### config.mk
export PLATFORM = sky130hd
export DESIGN_NAME = rice_utf8_bitstream_packer_flat
export DESIGN_NICKNAME = d
export VERILOG_FILES = /design/src/hw/rtl/rubp_pkg.sv /design/src/hw/rtl/rubp_in_if.sv /design/src/hw/rtl/rubp_out_if.sv /design/src/hw/rtl/rubp_chunk_unit.sv /design/src/hw/rtl/rice_utf8_bitstream_packer.sv /design/src/flat_wrapper.sv
export SDC_FILE = /design/constraint.sdc
export NUM_CORES = 1
export LEC_CHECK = 0
export BUFFER_PORTS_ARGS = -buffer_cell sky130_fd_sc_hd__clkbuf_2
export CAP_MARGIN = 40
export CORE_UTILIZATION = 34
export CTS_CLUSTER_DIAMETER = 60
export CTS_CLUSTER_SIZE = 25
export DETAILED_ROUTE_END_ITERATION = 8
export REMOVE_ABC_BUFFERS = 1
export SLEW_MARGIN = 20
export SYNTH_ARGS = -nofsm -noshare
export SYNTH_HDL_FRONTEND = slang
export SYNTH_HIERARCHICAL = 1
export SYNTH_SLANG_ARGS = --single-unit
### constraint.sdc
create_clock -name clk -period 10.3 [get_ports clk]
set_input_delay 1.03 -clock clk [delete_from_list [all_inputs] [get_ports clk]]
set_output_delay 1.03 -clock clk [all_outputs]
set_load 0.01 [all_outputs]
### src/hw/rtl/rubp_pkg.sv
`timescale 1ns / 1ps

package rubp_pkg;

	localparam int unsigned MaxQuotient = 472;
	localparam int unsigned SegW        = 48;

	typedef enum logic [1:0] {
		MODE_RAW  = 2'd0,
		MODE_RICE = 2'd1,
		MODE_UTF8 = 2'd2,
		MODE_PAD  = 2'd3
	} mode_t;

	typedef enum logic [1:0] {
		ST_IDLE,
		ST_PREP,
		ST_RUN,
		ST_FLUSH
	} state_t;

	// request to the chunk unit: pending byte plus the next run of source bits
	typedef struct packed {
		logic [6:0] pend;
		logic [2:0] pcount;
		logic [3:0] avail;
		logic [7:0] seg_top;
		logic       zero_phase;
	} step_in_t;

	typedef struct packed {
		logic [7:0] data_byte;
		logic [3:0] take;
		logic       full;
		logic [6:0] pend;
		logic [2:0] pcount;
	} step_out_t;

endpackage

### src/hw/rtl/rubp_in_if.sv
`timescale 1ns / 1ps

interface rubp_in_if;
	logic               valid;
	logic               ready;
	logic        [1:0]  mode;
	logic        [31:0] raw_value;
	logic        [5:0]  bit_count;
	logic signed [31:0] sample;
	logic        [4:0]  rice_k;
	logic        [30:0] code_number;

	modport source (
		output valid, mode, raw_value, bit_count, sample, rice_k, code_number,
		input  ready
	);
	modport sink (
		input  valid, mode, raw_value, bit_count, sample, rice_k, code_number,
		output ready
	);
endinterface

### src/hw/rtl/rubp_out_if.sv
`timescale 1ns / 1ps

interface rubp_out_if;
	logic       valid;
	logic       ready;
	logic [7:0] out_byte;
	logic       overflow;
	logic       last;

	modport source (
		output valid, out_byte, overflow, last,
		input  ready
	);
	modport sink (
		input  valid, out_byte, overflow, last,
		output ready
	);
endinterface

### src/hw/rtl/rubp_chunk_unit.sv
`timescale 1ns / 1ps

// Shared packing step: moves up to eight source bits into the partial byte.
module rubp_chunk_unit (
	input  rubp_pkg::step_in_t  req,
	output rubp_pkg::step_out_t rsp
);

	logic [3:0] room;
	logic [3:0] take;
	logic [7:0] chunk;
	logic [7:0] merged;
	logic [3:0] total;

	always_comb begin
		room   = 4'd8 - {1'b0, req.pcount};
		take   = (req.avail < room) ? req.avail : room;
		// take of zero shifts everything out
		chunk  = req.zero_phase ? 8'd0 : (req.seg_top >> (4'd8 - take));
		merged = ({1'b0, req.pend} << take) | chunk;
		total  = {1'b0, req.pcount} + take;

		rsp.data_byte = merged;
		rsp.take      = take;
		rsp.full      = total[3];
		rsp.pend      = total[3] ? 7'd0 : merged[6:0];
		rsp.pcount    = total[3] ? 3'd0 : total[2:0];
	end

endmodule

### src/hw/rtl/rice_utf8_bitstream_packer.sv
`timescale 1ns / 1ps

// An item is captured on acceptance and decoded in the prep state. Raw, rice and UTF-8 bits
// are then packed in the run state through chunk unit passes, each full byte entering the
// output register. A new item is accepted only in the idle state, once the last is done.
// A run of n bits over p pending bits takes ceil((p+n)/8) passes, rice unary zeros being a
// run of their own. A pass that fills a byte stalls while the output register is full.
// Reset (arst_n low) clears the partial byte, the sequencer and the output valid flag.
module rice_utf8_bitstream_packer #(
	parameter int unsigned MAX_QUOTIENT = rubp_pkg::MaxQuotient
) (
	input  logic            clk,
	input  logic            arst_n,
	rubp_in_if.sink         in_item,
	rubp_out_if.source      out_item
);

	localparam int unsigned ZcW  = $clog2(MAX_QUOTIENT + 1);
	localparam int unsigned RemW = $clog2(MAX_QUOTIENT + 49);
	localparam int unsigned SegW = rubp_pkg::SegW;

	rubp_pkg::state_t state_q, state_d;

	// captured item
	logic [1:0]  mode_q;
	logic [31:0] raw_q;
	logic [5:0]  cnt_q;
	logic [31:0] sample_q;
	logic [4:0]  k_q;
	logic [30:0] code_q;

	// bit source
	logic [ZcW-1:0]  zc_q;
	logic [SegW-1:0] seg_q;
	logic [5:0]      len_q;

	// partial byte
	logic [6:0] pend_q;
	logic [2:0] pcount_q;

	logic [7:0] flush_byte_q;
	logic       flush_ovf_q;

	logic       out_valid_q;
	logic [7:0] out_byte_q;
	logic       out_ovf_q;
	logic       out_last_q;

	logic accept;
	logic out_free;

	// decode
	logic [31:0]     zz;
	logic [31:0]     quot;
	logic            quot_ovf;
	logic [31:0]     rem_left;
	logic [5:0]      raw_n;
	logic [SegW-1:0] seg_load;
	logic [5:0]      len_load;
	logic [ZcW-1:0]  zc_load;
	logic [30:0]     cv;
	logic [7:0]      pad_byte;

	// run step
	rubp_pkg::step_in_t  step_req;
	rubp_pkg::step_out_t step_rsp;
	logic [RemW-1:0] zc_w;
	logic [RemW-1:0] zc_after;
	logic [5:0]      len_after;
	logic [RemW-1:0] rem_after;
	logic            run_done;
	logic            run_halt;

	// sequencer controls
	logic do_run;
	logic do_flush;

	assign accept   = in_item.valid && in_item.ready;
	assign out_free = !out_valid_q || out_item.ready;

	// item decode, used in the prep cycle
	always_comb begin
		zz       = {sample_q[30:0], 1'b0} ^ {32{sample_q[31]}};
		quot     = zz >> k_q;
		quot_ovf = quot > 32'(MAX_QUOTIENT);
		rem_left = (k_q == 5'd0) ? 32'd0 : (zz << (6'd32 - {1'b0, k_q}));
		raw_n    = (cnt_q > 6'd32) ? 6'd32 : cnt_q;
		cv       = code_q;
		zc_load  = '0;
		seg_load = '0;
		len_load = '0;
		pad_byte = 8'({1'b0, pend_q} << (4'd8 - {1'b0, pcount_q}));

		case (rubp_pkg::mode_t'(mode_q))
			rubp_pkg::MODE_RAW: begin
				seg_load = {(raw_q << (6'd32 - raw_n)), 16'd0};
				len_load = raw_n;
			end
			rubp_pkg::MODE_RICE: begin
				zc_load  = ZcW'(quot);
				seg_load = {1'b1, rem_left, 15'd0};
				len_load = {1'b0, k_q} + 6'd1;
			end
			rubp_pkg::MODE_UTF8: begin
				if (cv < 31'h80) begin
					seg_load = {1'b0, cv[6:0], 40'd0};
					len_load = 6'd8;
				end else if (cv < 31'h800) begin
					seg_load = {3'b110, cv[10:6], 2'b10, cv[5:0], 32'd0};
					len_load = 6'd16;
				end else if (cv < 31'h10000) begin
					seg_load = {4'b1110, cv[15:12], 2'b10, cv[11:6], 2'b10, cv[5:0], 24'd0};
					len_load = 6'd24;
				end else if (cv < 31'h200000) begin
					seg_load = {5'b11110, cv[20:18], 2'b10, cv[17:12], 2'b10, cv[11:6],
						2'b10, cv[5:0], 16'd0};
					len_load = 6'd32;
				end else if (cv < 31'h4000000) begin
					seg_load = {6'b111110, cv[25:24], 2'b10, cv[23:18], 2'b10, cv[17:12],
						2'b10, cv[11:6], 2'b10, cv[5:0], 8'd0};
					len_load = 6'd40;
				end else begin
					seg_load = {7'b1111110, cv[30], 2'b10, cv[29:24], 2'b10, cv[23:18],
						2'b10, cv[17:12], 2'b10, cv[11:6], 2'b10, cv[5:0]};
					len_load = 6'd48;
				end
			end
			default: begin
			end
		endcase
	end

	// one pass of the chunk unit: unary zeros first, then the left-aligned segment
	always_comb begin
		zc_w                = RemW'(zc_q);
		step_req.pend       = pend_q;
		step_req.pcount     = pcount_q;
		step_req.zero_phase = (zc_q != '0);
		step_req.seg_top    = seg_q[SegW-1 -: 8];
		if (zc_q != '0)
			step_req.avail = (zc_w >= RemW'(8)) ? 4'd8 : zc_w[3:0];
		else
			step_req.avail = (len_q >= 6'd8) ? 4'd8 : len_q[3:0];
	end

	rubp_chunk_unit u_chunk (
		.req (step_req),
		.rsp (step_rsp)
	);

	always_comb begin
		zc_after  = step_req.zero_phase ? (zc_w - RemW'(step_rsp.take)) : zc_w;
		len_after = step_req.zero_phase ? len_q : (len_q - 6'(step_rsp.take));
		rem_after = zc_after + RemW'(len_after);
		run_done  = (zc_q == '0) && (len_q == 6'd0);
		run_halt  = step_rsp.full && !out_free;
	end

	// next state
	always_comb begin
		state_d = state_q;
		case (state_q)
			rubp_pkg::ST_IDLE:
				if (accept)
					state_d = rubp_pkg::ST_PREP;
			rubp_pkg::ST_PREP: begin
				if (rubp_pkg::mode_t'(mode_q) == rubp_pkg::MODE_PAD)
					state_d = (pcount_q != 3'd0) ? rubp_pkg::ST_FLUSH : rubp_pkg::ST_IDLE;
				else if (rubp_pkg::mode_t'(mode_q) == rubp_pkg::MODE_RICE && quot_ovf)
					state_d = rubp_pkg::ST_FLUSH;
				else
					state_d = rubp_pkg::ST_RUN;
			end
			rubp_pkg::ST_RUN:
				if (run_done)
					state_d = rubp_pkg::ST_IDLE;
			rubp_pkg::ST_FLUSH:
				if (out_free)
					state_d = rubp_pkg::ST_IDLE;
			default:
				state_d = rubp_pkg::ST_IDLE;
		endcase
	end

	// sequencer outputs
	always_comb begin
		in_item.ready = 1'b0;
		do_run        = 1'b0;
		do_flush      = 1'b0;
		case (state_q)
			rubp_pkg::ST_IDLE:  in_item.ready = 1'b1;
			rubp_pkg::ST_RUN:   do_run        = !run_done && !run_halt;
			rubp_pkg::ST_FLUSH: do_flush      = out_free;
			default: begin
			end
		endcase
	end

	always_ff @(posedge clk or negedge arst_n) begin
		if (!arst_n) begin
			state_q  <= rubp_pkg::ST_IDLE;
			zc_q     <= '0;
			len_q    <= '0;
			pend_q   <= '0;
			pcount_q <= '0;
		end else begin
			state_q <= state_d;
			if (state_q == rubp_pkg::ST_PREP) begin
				zc_q  <= zc_load;
				len_q <= len_load;
			end
			if (do_run) begin
				zc_q     <= ZcW'(zc_after);
				len_q    <= len_after;
				pend_q   <= step_rsp.pend;
				pcount_q <= step_rsp.pcount;
			end
			if (do_flush && !flush_ovf_q) begin
				pend_q   <= '0;
				pcount_q <= '0;
			end
		end
	end

	always_ff @(posedge clk) begin
		if (accept) begin
			mode_q   <= in_item.mode;
			raw_q    <= in_item.raw_value;
			cnt_q    <= in_item.bit_count;
			sample_q <= in_item.sample;
			k_q      <= in_item.rice_k;
			code_q   <= in_item.code_number;
		end
		if (state_q == rubp_pkg::ST_PREP) begin
			seg_q        <= seg_load;
			flush_ovf_q  <= (rubp_pkg::mode_t'(mode_q) != rubp_pkg::MODE_PAD);
			flush_byte_q <= (rubp_pkg::mode_t'(mode_q) == rubp_pkg::MODE_PAD) ? pad_byte : 8'd0;
		end
		if (do_run && !step_req.zero_phase)
			seg_q <= seg_q << step_rsp.take;
	end

	// output register
	always_ff @(posedge clk or negedge arst_n) begin
		if (!arst_n) begin
			out_valid_q <= 1'b0;
		end else begin
			if (out_item.valid && out_item.ready)
				out_valid_q <= 1'b0;
			if ((do_run && step_rsp.full) || do_flush)
				out_valid_q <= 1'b1;
		end
	end

	always_ff @(posedge clk) begin
		if (do_run && step_rsp.full) begin
			out_byte_q <= step_rsp.data_byte;
			out_ovf_q  <= 1'b0;
			// no further byte once fewer than eight bits remain
			out_last_q <= (rem_after < RemW'(8));
		end else if (do_flush) begin
			out_byte_q <= flush_byte_q;
			out_ovf_q  <= flush_ovf_q;
			out_last_q <= 1'b1;
		end
	end

	assign out_item.valid    = out_valid_q;
	assign out_item.out_byte = out_byte_q;
	assign out_item.overflow = out_ovf_q;
	assign out_item.last     = out_last_q;

endmodule

### src/flat_wrapper.sv
// flat-port wrapper written by rule: the top's interface ports become plain ports
module rice_utf8_bitstream_packer_flat 
#(
	parameter int unsigned MAX_QUOTIENT = rubp_pkg::MaxQuotient
)
  (clk, arst_n, in_item_valid, in_item_mode, in_item_raw_value, in_item_bit_count, in_item_sample, in_item_rice_k, in_item_code_number, in_item_ready, out_item_valid, out_item_out_byte, out_item_overflow, out_item_last, out_item_ready);
  rubp_in_if in_item_i ();
  rubp_out_if out_item_i ();
  input  logic clk;
  input  logic arst_n;
  input wire logic [$bits(in_item_i.valid)-1:0] in_item_valid;
  input wire logic [$bits(in_item_i.mode)-1:0] in_item_mode;
  input wire logic [$bits(in_item_i.raw_value)-1:0] in_item_raw_value;
  input wire logic [$bits(in_item_i.bit_count)-1:0] in_item_bit_count;
  input wire logic [$bits(in_item_i.sample)-1:0] in_item_sample;
  input wire logic [$bits(in_item_i.rice_k)-1:0] in_item_rice_k;
  input wire logic [$bits(in_item_i.code_number)-1:0] in_item_code_number;
  output wire logic [$bits(in_item_i.ready)-1:0] in_item_ready;
  output wire logic [$bits(out_item_i.valid)-1:0] out_item_valid;
  output wire logic [$bits(out_item_i.out_byte)-1:0] out_item_out_byte;
  output wire logic [$bits(out_item_i.overflow)-1:0] out_item_overflow;
  output wire logic [$bits(out_item_i.last)-1:0] out_item_last;
  input wire logic [$bits(out_item_i.ready)-1:0] out_item_ready;
  assign in_item_i.valid = in_item_valid;
  assign in_item_i.mode = in_item_mode;
  assign in_item_i.raw_value = in_item_raw_value;
  assign in_item_i.bit_count = in_item_bit_count;
  assign in_item_i.sample = in_item_sample;
  assign in_item_i.rice_k = in_item_rice_k;
  assign in_item_i.code_number = in_item_code_number;
  assign in_item_ready = in_item_i.ready;
  assign out_item_valid = out_item_i.valid;
  assign out_item_out_byte = out_item_i.out_byte;
  assign out_item_overflow = out_item_i.overflow;
  assign out_item_last = out_item_i.last;
  assign out_item_i.ready = out_item_ready;
  rice_utf8_bitstream_packer #(.MAX_QUOTIENT(MAX_QUOTIENT)) u_core (.clk(clk), .arst_n(arst_n), .in_item(in_item_i), .out_item(out_item_i));
endmodule
# [After elaboration in Yosys (flattened, before gate mapping)]
# Cells that the tools add are included.
[word_totals] ff_bits=203 mem_bits_ro=0 ramBits=0 output_inout_bits=12 latch_bits=0 mem_count=0
[op_classes] n_reduce_logical=30 n_eq_ne=10 shift=7 bitwise=2 addsub=9 mux=50 multipliers=0 order_cmp=11 n_div=0
[ops] operator="48-bit two-way mux" count=6
[ops] operator="48-bit case mux with 3 select lines" count=1
[ops] operator="32-bit by 6-bit left shift with 32-bit output" count=2
[ops] operator="6-bit two-way mux" count=8
[ops] operator="48-bit by 4-bit left shift with 48-bit output" count=1
[ops] operator="43-bit two-way mux" count=1
[ops] operator="32-bit by 9-bit greater-than comparator with 1-bit output (second input constant)" count=1
[ops] operator="32-bit two-way mux" count=1
[ops] operator="32-bit by 5-bit >> shifter with 32-bit output" count=1
[ops] operator="32-bit XOR" count=1
[ops] operator="31-bit by 12-bit less-than comparator with 1-bit output (second input constant)" count=1
[ops] operator="31-bit by 17-bit less-than comparator with 1-bit output (second input constant)" count=1
[ops] operator="31-bit by 22-bit less-than comparator with 1-bit output (second input constant)" count=1
[ops] operator="31-bit by 27-bit less-than comparator with 1-bit output (second input constant)" count=1
[ops] operator="31-bit by 8-bit less-than comparator with 1-bit output (second input constant)" count=1
[ops] operator="9-bit two-way mux" count=3
[ops] operator="8-bit two-way mux" count=3
[ops] operator="7-bit two-way mux" count=3
[ops] operator="6-bit case mux with 3 select lines" count=1
[ops] operator="4-bit two-way mux" count=4
[ops] operator="7-bit by 4-bit left shift with 8-bit output" count=2
[ops] operator="10-bit by 6-bit adder with 10-bit output" count=1
[ops] operator="10-bit by 4-bit less-than comparator with 1-bit output (second input constant)" count=1
[ops] operator="10-bit two-way mux" count=1
[ops] operator="other kinds (34)" count=72

# [Depth between registers and ports, before layout]
[logic_depth] depth_word=13 mapped_depth=25 mapped_depth_nobuf=21

# [By module]
# Netlist, hierarchy kept.
[modules_own_cells] module="rice_utf8_bitstream_packer" instances=1 cells_per_inst=1707 area_each_um2=17379.2 seq_area_each_um2=5945.7
[modules_own_cells] module="rubp_chunk_unit" instances=1 cells_per_inst=151 area_each_um2=1009.7 seq_area_each_um2=0.0

# [Worst setup path after synthesis]
# Ideal clock, no wire load.
[synth_timing] kind="register to register" start="register u_core.zc_q[4]" end="register u_core.out_last_q, in the netlist u_core/out_item.last, data pin" setup_time_ns=0.256 path_buffers=4 stages_incl_launch_ff=24 required_ns=10.044 t_arrival_ns=5.944 synth_period_minus_slack_ns=6.200 path_slack_ns=4.100 path_cell_list="dfrtp_1 nor4_2 and2_1 o41ai_1 ha_1 clkbuf_1 or3b_2 mux2i_1 nor2_4 inv_4 clkbuf_1 clkbuf_1 clkbuf_1 inv_1 ha_1 nor2b_1 o31ai_1 or4b_1 xor2_1 inv_1 ha_1 inv_1 or3b_1 a41o_1"
[synth_rtl] element="from (decl)" line="rice_utf8_bitstream_packer.sv:33" text="logic [ZcW-1:0] zc_q;"
[synth_rtl] element="from (signal assigned)" line="rice_utf8_bitstream_packer.sv:209" text="zc_q <= zc_load;"
[synth_rtl] element="from (signal assigned)" line="rice_utf8_bitstream_packer.sv:213" text="zc_q <= ZcW'(zc_after);"
[synth_rtl] element="to (signal assigned)" line="rice_utf8_bitstream_packer.sv:260" text="out_last_q <= (rem_after < RemW'(8));"
[synth_rtl] element="to (decl)" line="rice_utf8_bitstream_packer.sv:47" text="logic out_last_q;"

==> flow_summary.toml <==
[final_layout]
layout_commonest_cell = "nand2_1"
final_cell_mix = "nand2_1, mux2i_1, edfxtp_1"
area_growth_pct = 10.9
postLayoutCoreUtil_pct = 38.5
fillers = 5277
final_net_count = 2042
drive_gt1_share_pct = 19.0
seqCellArea_um2 = 5950
diodes = 0
multiInputGateArea_um2 = 11700

[die]
num_rows = 84
initial_core_util_pct = 34.7
die_x_um = 235
die_y_um = 235
coreArea_um2 = 53000
die_area_um2 = 55000
pin_count = 124

[clocking]
cts_buffer_depth = 3
cts_htree_levels = 1
cts_buffers = 22
numClockSinks = 203
cts-root-buf = "clkbuf_16"
cts_tree = "done"
post_cts_buffers = 0
hold_buffers = 0
path_clk_slew_ps = 70
cts_resized = 0
insertion_delay_ps = 550

[power]
power_per_cell_area_nw_per_um2 = 235
switchingPower_mw = 2.13
intPower_mw = 2.66
peakVddDrop_mv = 0.153
power.share.switching_pct = 44.5
seq_power_share_pct = 30.3
pwr-share-comb_pct = 51.9
p_clk_share_pct = 17.8
p_leak_nw = 7.35

[sta]
worstMarginPinSlew_ps = 868
whs_ps = 297
setup_viol = 0
fin_skew_ps = 15.5
post-route-period-util_pct = 61.8
slew_headroom_pct = 40.7
fmax_mhz = 157
setup_tns_ps = 0
finalHoldViolCount = 0
fin_crit_ps = 6360
final.setup.worst_slack_ps = 3940
grt_setup_unrepaired = "no"
slew_viol_final = 0

[logic_synthesis]
synth_ff_type = "edfxtp_1"
async_flop_share_pct = 13.8
syn_avg_cell_area_um2 = 9.90
synth_edf_count = 174
yosys.area.top_type_share_pct = 28.4
syn_inst = 1858
synth_cell_type_count = 93
yosys.area.top_type = "edfxtp_1"
yosys_warnings = 6
synth_area_um2 = 18400
synth_seq_cells = 203
ys_seq_area_share_pct = 32.3
synthTopCellsByArea = "edfxtp_1, mux4_2, mux2i_1"

[setup_path]
worstPathRequired_ps = 10600
rr_worst_depth = 19
crit_fanout = 70
cp_data_arrival_time_ps = 6660
r2r_slack_ps = 3940
worstReg2RegStart = "u_core/zc_q[4]"
worstSetupEndpointType = "flip-flop"
worstSetupStartpoint = "u_core/zc_q[4]"
worst_r2r_endpoint = "u_core/out_item.last"
critical_path_class = "reg -> reg"
critPathCapture = "u_core/out_item.last"
cp-start-kind = "flip-flop"

[global_routing]
grt_remaining_overflow = 0
grt_pass1_vias = 14800
track_usage_pct = 20.2
antenna_found_initial = 0
grt_max_degree = 75
grt_pass1_wl_mm = 87.4

[drt]
drtIter0Drc = 1666
ant_nets = 0
routedWlPerCell_um = 21.6
vias = 15700
drc = 0
routed_wl_mm = 56.3
firstDrtPassIters = 6
viasPerCell = 6.01

[place]
pre_cts_ws_ps = 3670
io_buffers = 123
dp_hpwl_mm = 42.1
gp_congestion = 0.945

[run_status]
status = "finished, final reports clean"

[min_path]
hold_class = "in -> async"

[run]
drv_cap = 0
==> synth_stat cells, drive strengths merged (7+ instances only) <==
cell type and n:
nand2 218, mux2i 198, edfxtp 174, nor2 134, a21oi 109, mux4 108, o21ai 96, xnor2 74
clkbuf 72, buf 69, nand3 53, inv 40, a211oi 33, nor3 33, o22ai 30, mux2 29
dfrtp 28, a31oi 27, nor2b 25, a22oi 24, ha 24, o211ai 20, nand2b 19, and2 18
a221oi 16, a22o 14, o221ai 13, and3 12, nor4 11, or3 9, xor2 9, or4 8
o21a 7
==> sequential cells by signal (all words and copies together), names as in the netlist <==
signal,flops
u_core/seg_q,48
u_core/raw_q,32
u_core/sample_q,32
u_core/code_q,31
u_core/zc_q,9
u_core/flush_byte_q,8
u_core/out_item.out_byte,8
u_core/pend_q,7
u_core/cnt_q,6
u_core/len_q,6
u_core/k_q,5
u_core/pcount_q,3
u_core/mode_q,2
u_core/state_q,2
u_core/flush_ovf_q,1
u_core/out_item.last,1
u_core/out_item.overflow,1
u_core/out_item.valid,1
==> critical path: stages (launching register included) <==
cell and delay, ps:
dfrtp_1 450, nor4_2 410, and3_1 530, a32o_1 370, or3b_2 470, mux2i_1 290, nor2_4 130, inv_4 100
buf_16 280, inv_1 270, ha_1 330, nor2b_1 140, o31ai_1 370, or4b_1 580, xor2_1 240, inv_1 70
ha_1 340, inv_1 90, or3b_1 370, a41o_1 250
==> metal layers <==
metal / vias to the layer above / GRT usage (%) / routed length, um
met2: 632 / 32.5 / 26300
met5: - / 0 / 0
met4: 0 / 5.89 / 1570
li1: 7276 / - / -
met3: 91 / 2.63 / 3770
met1: 7682 / 28.2 / 24600
==> final cells by class <==
cell class	count	share of cell area, %
sequential	203	29.2
tap	688	4.22
multi-input combinational	1472	57.2
timing repair buffer	162	4.77
inverter	42	0.786
clock buffer	23	2.82
clock inverter	17	1.07
==> kinds of logic after synthesis <==
kind of cell             count (synthesis)  synth area share (%)
AND/OR/NAND/NOR                        565                  14.5
AO/OA/AOI/OAI                          462                  16.5
multiplexers                           335                  26.0
flip-flops                             203                  32.3
buffers and inverters                  183                  4.63
XOR/XNOR                                83                  4.03
adder cells (fa/ha/maj)                 27                  1.96
==> power groups by stage <==
stage | Clock [mW] | Sequential (mW) | Combinational, mW
detailed placement | 0 | 1.47 | 2.44
floorplan | 0 | 1.43 | 1.74
global placement | 0 | 1.46 | 2.42
finish | 0.852 | 1.45 | 2.49
CTS | 0.881 | 1.45 | 2.46
global route | 0.908 | 1.49 | 2.71
==> worst min-delay path by stage <==
stage	endpoint	slack [ps]	depth (start not counted)
2_1_floorplan	u_core/pend_q[6]	510	1
5_1_grt	u_core/out_item.valid	280	1
6_report	u_core/out_item.valid	300	1
3_3_place_gp	u_core/out_item.overflow	530	2
3_5_place_dp	u_core/out_item.out_byte[5]	530	1
4_1_cts	u_core/out_item.overflow	550	2
==> metrics by stage <==
step	cells	total power, mW	cell area [um2]
floorplan	1717	3.17	17700
global placement	2556	3.88	19400
detailed placement	2562	3.91	19500
CTS	2602	4.79	20300
global route	2607	5.10	20400
finish	2607	4.80	20400
(Power assumes the default switching activity.)
